File: config.mk
export PLATFORM = sky130hd
export DESIGN_NAME = tlik_div
export DESIGN_NICKNAME = d
export VERILOG_FILES = /design/src/rtl/tlik_div.sv
export SDC_FILE = /design/constraint.sdc
export NUM_CORES = 2
export LEC_CHECK = 0
export BUFFER_PORTS_ARGS = -buffer_cell sky130_fd_sc_hd__buf_2
export CORE_ASPECT_RATIO = 1.25
export CORE_MARGIN = 3
export CORE_UTILIZATION = 65
export CTS_CLUSTER_SIZE = 8
export DETAILED_ROUTE_END_ITERATION = 8
export HOLD_SLACK_MARGIN = 0.03
export PLACE_DENSITY = 0.87
export SLEW_MARGIN = 20
export SYNTH_ARGS = -nofsm -noshare
export SYNTH_HDL_FRONTEND = slang
export SYNTH_SLANG_ARGS = --single-unit
File: constraint.sdc
create_clock -name clk -period 4.8 [get_ports clk]
set_input_delay 0.24 -clock clk [delete_from_list [all_inputs] [get_ports clk]]
set_output_delay 0.24 -clock clk [all_outputs]
set_load 0.03 [all_outputs]
File: src/rtl/tlik_div.sv
// ----------------------------------------------------------------------------
// tlik_div
// Pipelined restoring divider for mag*2^(QW-1)/den with mag <= den.
// ----------------------------------------------------------------------------
module tlik_div #(
	parameter int NW = 32,
	parameter int QW = 31
) (
	input logic clk,
	input logic en,
	input logic [NW-1:0] mag,
	input logic [NW-1:0] den,
	output logic [QW-1:0] quot
);
	logic [NW-1:0] rem_s [QW];
	logic [NW-1:0] den_s [QW];
	logic [QW-1:0] quo_s [QW];

	for (genvar k = 0; k < QW; k++) begin : g_stage
		logic [NW:0] part;
		logic [NW-1:0] den_in;
		logic [QW-1:0] quo_in;
		logic ge;
		if (k == 0) begin : g_first
			assign part = {1'b0, mag};
			assign den_in = den;
			assign quo_in = '0;
		end else begin : g_next
			assign part = {rem_s[k-1], 1'b0};
			assign den_in = den_s[k-1];
			assign quo_in = quo_s[k-1];
		end
		assign ge = part >= {1'b0, den_in};
		always_ff @(posedge clk) begin
			if (en) begin
				rem_s[k] <= ge ? NW'(part - {1'b0, den_in}) : part[NW-1:0];
				den_s[k] <= den_in;
				quo_s[k] <= {quo_in[QW-2:0], ge};
			end
		end
	end

	assign quot = quo_s[QW-1];
endmodule

# Yosys cells after proc, flatten, opt, wreduce, memory -nomap -nowiden
# Memory sizes are Yosys's and may differ from the RTL's.
# Index checks and enable logic that the tools add are counted.
totals:
  regBits: 0
  wordCells: 98
  out_inout_bits: 31
  ram_bits: 2945
  inputBits: 66
  mem_count: 3
op_classes:
  addsub: 31
  order_cmp: 31
  n_mux: 33
mem_list:
  columns: ["name", "words", "word_bits", "rd", "rd_clocked_by_memory_dff", "write_ports", "line_no", "text"]
  rows:
  - ["den_s", 31, 32, 30, 0, 31, "16", "logic [NW-1:0] den_s [QW];"]
  - ["rem_s", 31, 32, 30, 0, 31, "15", "logic [NW-1:0] rem_s [QW];"]
  - ["quo_s", 31, 31, 31, 0, 31, "17", "logic [QW-1:0] quo_s [QW];"]
ops:
  columns: ["operator", "count"]
  rows:
  - ["32-bit two-way mux", 31]
  - ["32-bit subtractor", 31]
  - ["33-bit by 32-bit >= comparator with 1-bit output", 30]
  - ["32-bit >= comparator", 1]
  - ["1-bit two-way mux", 2]

# Longest topological paths before layout
# An unclocked memory read counts as a cell.
logic_depth:
  word_depth: 3
  depth_mapped: 16

# Least setup slack after synthesis
# No wires, ideal clock.
synth_timing:
  path_kind: "reg2reg"
  startpoint: "memory den_s[20][1], in the netlist den_s[10][1]"
  endpoint: "memory rem_s[21][28], in the netlist rem_s[10][60] (data pin)"
  synth_period_minus_slack_ns: 3.503
  slack_ns: 1.297
  t_required_ns: 4.540
  setup_time_ns: 0.260
  path_stages_with_launch: 15
  path_buffers: 2
  t_arrival_ns: 3.243
  path_cell_list: "edfxtp_1 > inv_1 > ha_1 > nor2b_1 > o211a_1 > or4_1 > a21oi_2 > o211ai_1 > a31o_2 > a31o_4 > a21oi_4 > o21a_1 > buf_6 > buf_6 > mux2_2"
synth_lines:
  columns: ["element", "line_no"]
  rows:
  - ["start, declared", "16"]
  - ["end, declared", "15"]

==> flow_metrics.env <==
export IMPL_tritoncts="done"
export IMPL_hold_start="den[13]"
export IMPL_maxCapViolations=0
export IMPL_ys_warn_count=0
export IMPL_setup_worst_path_end_class="flip-flop"
export IMPL_cp_slowest_cell="o41ai_1"
export IMPL_cp_num_buf_inv=1
export IMPL_area_growth_pct=9.91
export IMPL_ios=97
export IMPL_path_class="flip-flop to flip-flop"
export IMPL_synth_cell_types=103
export IMPL_slew_violations=0
export IMPL_grt_pass1_vias=97800
export IMPL_startpoint_type="flip-flop"
export IMPL_yosys_most_used_dff="edfxtp_1"
export IMPL_row_count=188
export IMPL_status="finished clean"
export IMPL_grt_pass1_wl_mm=548
export IMPL_worst_path_max_fanout=4
export IMPL_highest_layer="met5"
export IMPL_ys_seq_elements=2416
export IMPL_startpoint="rem_s[12][0]"
export IMPL_relSlewSlack=0.265
export IMPL_final_cells=15300
export IMPL_routabilityCongestion=1.01
export IMPL_final_common_cell="edfxtp_1"
export IMPL_met1_length_mm=130
export IMPL_critPathMaxStageDelay_ns=0.81
export IMPL_crit_family="compound AO/OA/AOI/OAI gates"
export IMPL_cp_arrival_ns=4.94
export IMPL_first_pass_iters=8
export IMPL_cts_root_buf="clkbuf_16"
export IMPL_crit_path_frequent_cell="o21ai_0"
export IMPL_start_util=0.654
export IMPL_rsz0062_at_grt="false"
export IMPL_multiInputGateArea_um2=58900
export IMPL_drt_iter0_drc=8428
export IMPL_dp_hpwl_mm=265
export IMPL_viasPerCell=6.36
export IMPL_syn_avg_cell_area_um2=11.2
export IMPL_synthArstFlopShare=0
export IMPL_final_cell_mix="2416 x edfxtp_1, 1265 x inv_1, 1047 x a21oi_1"
export IMPL_htreeDepth=5
export IMPL_drc=0
export IMPL_clkTransAtPathRegs_ns=0.05
export IMPL_finalCritPeriodShare=0.908
export IMPL_critPathRequiredTime_ns=5.39
export IMPL_route_vias_total=97600
export IMPL_vdd_drop_max_uv=427
export IMPL_routedWlPerCell_um=23.2
export IMPL_fin_skew_ns=0.0608
export IMPL_leakagePower_nw=62.2
export IMPL_die_w_um=417
export IMPL_setup_tns_final_ns=0
export IMPL_overflow=0
export IMPL_core_um2=210000
export IMPL_r2r_slack_ns=0.44
export IMPL_fmax_mhz=229
export IMPL_die_h_um=520
export IMPL_grt_max_degree=168
export IMPL_hp_class="primary input to flip-flop"
export IMPL_rr_startpoint="rem_s[12][0]"
export IMPL_antenna_left=0
export IMPL_nFillCells=14100
export IMPL_seq_area_um2=72500
export IMPL_min_period_ns=4.36
export IMPL_tightest_slew_ns=1.10
export IMPL_clockBufferDepth=4
export IMPL_ys_seq_area_frac=0.528
export IMPL_cts_made_buffers=345
export IMPL_cts_repair_resized=0
export IMPL_die_area_um2=217000
export IMPL_hold_viol=0
export IMPL_drive_gt1_frac=0.0907
export IMPL_antenna_found_initial=10
export IMPL_dr_wl_met2_mm=182
export IMPL_fin_nets=13600
export IMPL_postRouteWirelength_mm=356
export IMPL_crit_chain="inv_1 > fa_1 > nor2b_1 > o21ai_0 > a21boi_0 > o31a_1 > o21ai_0 > o41ai_1 > a31oi_1 > a21oi_1 > nor3b_1 > o41a_1"
export IMPL_grt_usage=0.322
export IMPL_synth_edff_count=2416
export IMPL_cts_sinks=2416
export IMPL_portBuffers=96
export IMPL_syn_num_nets=13400
export IMPL_power_density_nw_per_um2=719
export IMPL_setup_viol=0
export IMPL_netlist_instances=12300
export IMPL_wl_met3_mm=19.0
export IMPL_insertion_delay_ns=0.88
export IMPL_placedCellCount=14900
export IMPL_syn_area_um2=137000
-- per-stage QoR --
step / setup WS (ns) / utilization / area [um^2] / hold WS [ns] / total power, mW
after detailed placement: 0.650 / 0.672 / 141000 / 0.405 / 85.9
after global routing: 0.215 / 0.719 / 151000 / 0.0995 / 115
after global placement: 0.681 / 0.672 / 141000 / 0.400 / 84.4
final: 0.443 / 0.719 / 151000 / 0.125 / 109
after floorplan: 1.30 / - / 137000 / 0.339 / 72.1
after CTS: 0.605 / 0.719 / 151000 / 0.0486 / 108
-- per-layer routing --
metal / vias to the layer above / GRT usage
met4: 4 / 0.194
met2: 3879 / 0.578
met5: - / 0
li1: 45500 / -
met1: 47000 / 0.368
met3: 1206 / 0.0406
-- repair_timing --
action                                 CTS  global route
setup buffers                            0             0
hold buffers                            65             0
endpoints found under the hold margin  110             0
-- cell families (layout without fill, tap and decap cells) --
kind of cell | Yosys count | after routing | synth area share
AOI/OAI and AO/OA | 3289 | 3289 | 0.152
xor gates and xnor gates | 772 | 772 | 0.0492
adders and majority gates | 1021 | 1021 | 0.0946
buffers and inverters | 1607 | 1914 | 0.0450
DFF | 2416 | 2416 | 0.528
muxes | 485 | 485 | 0.0395
other | 0 | 5 | 0
and+or+nand+nor | 2677 | 2677 | 0.0923
-- worst register-to-register path, cell delays in order, from the launching register on --
cell and delay (ns):
edfxtp_1 0.38, inv_1 0.08, fa_1 0.48, nor2b_1 0.18, o21ai_0 0.15, a21boi_0 0.43, o31a_1 0.24, o21ai_0 0.32
o41ai_1 0.82, a31oi_1 0.31, a21oi_1 0.25, nor3b_1 0.08, o41a_1 0.39
-- registers in the layout, indices dropped and copies added (netlist names) --
signal and flops:
den_s 960, rem_s 960, quo_s 496
-- cell type report --
| class | count | share of cell area |
|---|---|---|
| inverter | 1266 | 0.0315 |
| tap | 2755 | 0.0228 |
| clock inverter | 24 | 0.00264 |
| timing repair buffer | 271 | 0.0151 |
| multi-input combinational | 8244 | 0.390 |
| clock buffer | 353 | 0.0579 |
| antenna | 5 | 0.0000828 |
| sequential | 2416 | 0.480 |
-- final timing paths --
kind / end / depth (start not counted)
setup / recovery: rem_s[12][60] / 12
hold / removal: den_s[0][13] / 2
setup reg to reg: rem_s[12][60] / 12
hold reg to reg: quo_s[3][35] / 0
-- cells in the mapped netlist (30+ instances only) --
master	number	area, um^2
edfxtp_1	2416	72500
nand3_1	210	1050
or2_2	30	188
a211oi_1	84	631
nor2_1	734	2760
a21o_1	515	3870
a31oi_1	119	744
o21ai_0	693	3470
o31a_1	30	263
o31ai_1	83	623
inv_1	1265	4750
nand2_1	785	2950
a211o_1	37	324
nor3_1	147	736
ha_1	991	12400
xnor2_1	464	4060
and2_1	59	369
nor2b_1	150	938
or3_1	37	231
o21a_1	133	998
a21boi_0	43	323
nand4_1	178	1110
and3_1	96	601
mux2_2	454	5110
o211ai_1	50	375
o21bai_1	121	908
fa_1	30	601
nand2b_1	128	801
xor2_1	308	2700
a21oi_1	1049	5250
clkbuf_1	260	976
buf_2	46	230
-- power by group --
| group | leakage (nW) | switching, mW | internal (mW) |
|---|---|---|---|
| combinational | 34.1 | 29.1 | 21.8 |
| clock | 4.48 | 8.70 | 12.9 |
| sequential | 23.6 | 4.42 | 31.7 |
| total | 62.2 | 42.2 | 66.4 |
No activity file was read; power rests on OpenSTA's default activity.
