File: src/rtl/tlik_isqrt.sv
// ----------------------------------------------------------------------------
// tlik_isqrt
// Pipelined floor square root, one root bit per stage.
// ----------------------------------------------------------------------------
module tlik_isqrt #(
	parameter int RW = 16
) (
	input logic clk,
	input logic en,
	input logic [2*RW-1:0] rad,
	output logic [RW-1:0] root
);
	logic [RW+1:0] rem_s [RW];
	logic [RW-1:0] root_s [RW];
	logic [2*RW-1:0] rad_s [RW];

	for (genvar k = 0; k < RW; k++) begin : g_stage
		logic [RW+1:0] rem_in;
		logic [RW+1:0] rem_sh;
		logic [RW+1:0] trial;
		logic [RW-1:0] root_in;
		logic [2*RW-1:0] rad_in;
		if (k == 0) begin : g_first
			assign rem_in = '0;
			assign root_in = '0;
			assign rad_in = rad;
		end else begin : g_next
			assign rem_in = rem_s[k-1];
			assign root_in = root_s[k-1];
			assign rad_in = rad_s[k-1];
		end
		assign rem_sh = {rem_in[RW-1:0], rad_in[2*RW-1 -: 2]};
		assign trial = {root_in, 2'b01};
		always_ff @(posedge clk) begin
			if (en) begin
				if (rem_sh >= trial) begin
					rem_s[k] <= rem_sh - trial;
					root_s[k] <= {root_in[RW-2:0], 1'b1};
				end else begin
					rem_s[k] <= rem_sh;
					root_s[k] <= {root_in[RW-2:0], 1'b0};
				end
				rad_s[k] <= {rad_in[2*RW-3:0], 2'b00};
			end
		end
	end

	assign root = root_s[RW-1];
endmodule

File: config.mk
export PLATFORM = sky130hd
export DESIGN_NAME = tlik_isqrt
export DESIGN_NICKNAME = d
export VERILOG_FILES = /design/src/rtl/tlik_isqrt.sv
export SDC_FILE = /design/constraint.sdc
export NUM_CORES = 1
export LEC_CHECK = 0
export BUFFER_PORTS_ARGS = -buffer_cell sky130_fd_sc_hd__buf_2
export CAP_MARGIN = 20
export CORE_MARGIN = 5
export CORE_UTILIZATION = 57
export CTS_CLUSTER_DIAMETER = 60
export CTS_CLUSTER_SIZE = 30
export DETAILED_ROUTE_END_ITERATION = 16
export MAX_ROUTING_LAYER = met4
export PLACE_DENSITY = 0.76
export SLEW_MARGIN = 10
export SYNTH_ARGS = -nofsm -noshare
export SYNTH_HDL_FRONTEND = slang
export SYNTH_SLANG_ARGS = --single-unit
File: constraint.sdc
create_clock -name clk -period 3 [get_ports clk]
set_input_delay 0.6 -clock clk [delete_from_list [all_inputs] [get_ports clk]]
set_output_delay 0.6 -clock clk [all_outputs]
set_load 0.05 [all_outputs]
Yosys cells after proc, flatten, opt, wreduce, memory -nomap -nowiden:

Memories as Yosys holds them, arrays and structs flattened.
Index checks and enable logic that the tools add are counted.

* bits in registers: 0
* bits in latches: 0
* RAM bits: 1024
* memory bits (read-only): 0
* input bits: 34
* output and inout port bits: 16
* word-level logic and storage cells: 197
* memories kept: 3

* add/subtract/negate cells: 16
* multipliers: 0
* divide/modulo/power cells: 0
* order comparisons: 16
* equal/unequal tests: 0
* shift operators: 0
* muxes and demuxes: 130
* bitwise logic cells: 32
* reduce and logical (&&, ||, !) cells: 0

Memories
* rad_s: depth 16, width 30, rd ports 15, clocked after memory_dff 0, write ports 16, RTL line 15 `logic [2*RW-1:0] rad_s [RW];`
* rem_s: depth 16, width 18, rd ports 15, clocked after memory_dff 0, write ports 16, RTL line 13 `logic [RW+1:0] rem_s [RW];`
* root_s: depth 16, width 16, rd ports 16, clocked after memory_dff 0, write ports 16, RTL line 14 `logic [RW-1:0] root_s [RW];`

Operators with widths (count)
* $mux 18: 16
* $ge 18x18->1: 15
* $sub 18x18->18: 15
* $mux 16: 16
* $mux 1: 98
* $or 1x1->1: 32
* $sub 2x1->3 const B: 1
* $ge 2x1->1 const B: 1

Logic depth before layout (Yosys ltp):

An unclocked memory read counts as a cell.

* depth in word-level cells: 6
* depth in mapped cells: 12
* gate-level depth less buffers: 10

Worst setup path after synthesis:

OpenSTA, ideal clock, no wires.

* path type: flip-flop to flip-flop
* start point: memory rem_s[1][97] (netlist bit)
* end point: memory rem_s[1][116] (netlist bit) (data pin)
* setup time: 260 ps
* data arrival time: 2492 ps
* data required time: 2740 ps
* slack: 248 ps
* stages on the path, launching flop included: 10
* path buffers: 1
* clock period less this slack: 2752 ps
* cell sequence: edfxtp_1 > ha_1 > a21oi_1 > o21ai_0 > o41a_1 > a21oi_1 > o21bai_1 > a21oi_2 > buf_4 > mux2_2

RTL lines (RTL line)
* start: declaration: 13

==> flow_metrics.env <==
export IMPL_outcome="finished, final reports clean"
export IMPL_maximum_fanout_encountered_on_the_critical_timing_path=15
export IMPL_crit_path_cell_trace="ha_1, nor2b_1, o31a_1, o41ai_4, o21ai_2, a31oi_1, o21bai_1, buf_4, mux2_2"
export IMPL_drt_pass1_iterations=5
export IMPL_place_inst=2748
export IMPL_cellPowerDensity_nw_per_um2=671.6
export IMPL_routability_congestion_estimate=0.9471
export IMPL_die_h_um=230.9
export IMPL_holdCritPathClass="input pin to register"
export IMPL_final_layout_net_count=2358
export IMPL_die_area_um2=53310
export IMPL_finalWirelength_mm=49.56
export IMPL_worst_ep_arrival_time_ns=3.24
export IMPL_tritoncts="yes"
export IMPL_fmaxAchievable_mhz=345.7
export IMPL_setup_slack_reg_to_reg_ns=0.11
export IMPL_cpLargestDelayFamily="compound AO/OA/AOI/OAI gates"
export IMPL_layout_cells_most_common="edfxtp_1"
export IMPL_synthesis_nets=2260
export IMPL_placement_rows=81
export IMPL_io_buffer_count=49
export IMPL_synth_enable_flop_cells=599
export IMPL_seq_area_frac_synth_pct=64.75
export IMPL_stdcell_area_um2=30570
export IMPL_cts_buffers_inserted=41
export IMPL_synth_area_per_cell_um2=13.42
export IMPL_fin_worst_skew_ns=0.05596
export IMPL_dp_hpwl_mm=35.54
export IMPL_postRouteAntennaNets=0
export IMPL_grt_ovfl_total=0
export IMPL_ys_seq_elements=600
export IMPL_hp_start="rad[17]"
export IMPL_period_share_pct=96.43
export IMPL_worst_pin_slew_ns=0.7968
export IMPL_clk_latency_ns=0.61
export IMPL_synth_cell_types=75
export IMPL_crit_required_ns=3.34
export IMPL_globalRouteTotalUtil_pct=19.24
export IMPL_asyncSetResetFlopFracSynth_pct=0
export IMPL_final_min_clock_period_ns=2.893
export IMPL_regToRegEndpoint="rem_s[1][96]"
export IMPL_rr_startpoint="rem_s[1][72]"
export IMPL_drc=0
export IMPL_postCtsHoldBufs=0
export IMPL_post_layout_nonfiller_instances=2824
export IMPL_library_cell_contributing_the_largest_single_delay_on_the_critical_path="edfxtp_1"
export IMPL_vias_per_cell=5.712
export IMPL_r2r_worst_path_cells=9
export IMPL_timing_hold_ws_ns=0.1601
export IMPL_critPathMaxStageDelay_ns=0.42
export IMPL_nFillCells=3615
export IMPL_dieWidth_um=230.9
export IMPL_start_kind="register"
export IMPL_setup_violations=0
export IMPL_crit_buf_inv=1
export IMPL_mappedNetlistArea_um2=27810
export IMPL_synth_main_ff_cell="edfxtp_1"
export IMPL_avgRoutedWirePerCell_um=17.55
export IMPL_critPathKind="register to register"
export IMPL_antenna_violations_before_repair=0
export IMPL_ir_drop_v=0.0005500
export IMPL_postPlaceCellArea_um2=29090
export IMPL_final_critical_path_setup_slack_ns=0.1070
export IMPL_area_inside_the_core_boundary_um2=48650
export IMPL_cp_num_cells=9
export IMPL_number_of_vias_after_detailed_routing=16132
export IMPL_top_library_cells_by_usage_in_the_layout_fill_and_taps_aside="edfxtp_1 (599), inv_1 (193), ha_1 (152), nor2_1 (127), nand2_1 (106)"
export IMPL_drive_above_1_share_pct=11.72
export IMPL_netlist_instances=2073
export IMPL_endpoint_kind="register"
export IMPL_h_tree_depth=2
export IMPL_cap_violations=0
export IMPL_detailedRoute_firstIterationViolations=1200
export IMPL_area_growth_pct=9.933
export IMPL_detailedPlace_worstSlack_ns=0.01248
export IMPL_first_global_vias=15754
export IMPL_timing_critical_path_to="rem_s[1][96]"
export IMPL_synth_warn=0
export IMPL_diode_insertion_count_for_antenna_repair=0
export IMPL_pins_over_slew_limit=0
export IMPL_clockRootBuffer="clkbuf_16"
export IMPL_critPathLaunch="rem_s[1][72]"
export IMPL_cts_root_to_sink_buffers=3
export IMPL_clk_pin_slew_ns=0.09
export IMPL_power_leakage_nw=11.93
export IMPL_hold_viol=0
export IMPL_power_total_mw=20.53
export IMPL_wire_length_of_the_first_global_routing_pass_mm=81.23
export IMPL_timing_slew_headroom_pct=46.88
export IMPL_grt_max_degree=149
export IMPL_floorplan_initialDensity_pct=57.17
export IMPL_clock_sinks=600
export IMPL_io_pins=50
## Yosys cell counts, types with 38 or more instances
cell type	number	share of area (%)
a21o_1	38	1.0
a21oi_1	104	1.9
edfxtp_1	599	65
ha_1	153	6.9
inv_1	193	2.6
mux2_2	50	2.0
nand2_1	106	1.4
nor2_1	127	1.7
nor3_1	53	0.95
o21a_1	40	1.1
o21ai_0	75	1.3
xnor2_1	89	2.8
xor2_1	64	2.0
## cell type report
type / count / area (um2) / area share [%]
clock buffers: 42 / 1051 / 3.438
clock inverters: 32 / 375.4 / 1.228
inverters: 195 / 732.0 / 2.394
multi-input cells: 1231 / 8915 / 29.16
flip-flops and latches: 600 / 18010 / 58.90
well taps: 622 / 778.2 / 2.545
repair buffers: 102 / 715.7 / 2.341
## worst register-to-register path, cell delays in order, from the launching register on
cell      delay, ns
edfxtp_1       0.42
ha_1           0.38
nor2b_1        0.17
o31a_1         0.31
o41ai_4        0.31
o21ai_2        0.17
a31oi_1        0.27
o21bai_1       0.10
buf_4          0.21
mux2_2         0.30
## flip-flops by register name, summed over array words and instances (netlist names)
name,count
rad_s,240
rem_s,224
root_s,136
## worst min path at each step
| stage | to | slack, ns | depth (start not counted) |
|---|---|---|---|
| after global routing | rad_s[0][16] | 0.13 | 1 |
| after detailed placement | rad_s[0][107] | 0.40 | 0 |
| after global placement | rad_s[0][168] | 0.40 | 0 |
| after floorplan | rad_s[0][100] | 0.40 | 0 |
| final | rad_s[0][17] | 0.16 | 1 |
| after CTS | rad_s[0][17] | 0.12 | 1 |
## where the power goes
group          internal [mW]  switching, mW
clock                   2.78           3.11
combinational           1.71           2.04
sequential              10.4          0.519
total                   14.9           5.67
## timing repair
item | CTS | global route
gates cloned | 0 | 0
pin swaps | 0 | 2
gates resized for setup | 1 | 8
setup endpoints to repair | 4 | 35
buffers inserted | 0 | 2
## stage by stage
stage               utilization, %  TNS [ns]
floorplan                        -         0
CTS                          62.74         0
global route                 62.85  -0.07311
global placement             59.80         0
finish                       62.85         0
detailed placement           59.80         0
## layer usage
layer | share of wire, % | track usage [%]
met5 | 0 | -
met4 | 1.8 | 4.588
met3 | 5.0 | 2.718
met1 | 44 | 25.52
met2 | 49 | 32.02
## cells by family (layout without fill, tap and decap cells)
family | after synthesis | in the layout | synth area share, %
DFF | 600 | 600 | 64.75
and+or+nand+nor | 491 | 491 | 8.939
AOI/OAI and AO/OA | 368 | 368 | 8.638
buffers and inverters | 242 | 371 | 3.374
adders and majority gates | 153 | 153 | 6.883
xor gates and xnor gates | 153 | 153 | 4.818
muxes | 66 | 66 | 2.600
Power figures use the tool's default switching activity.
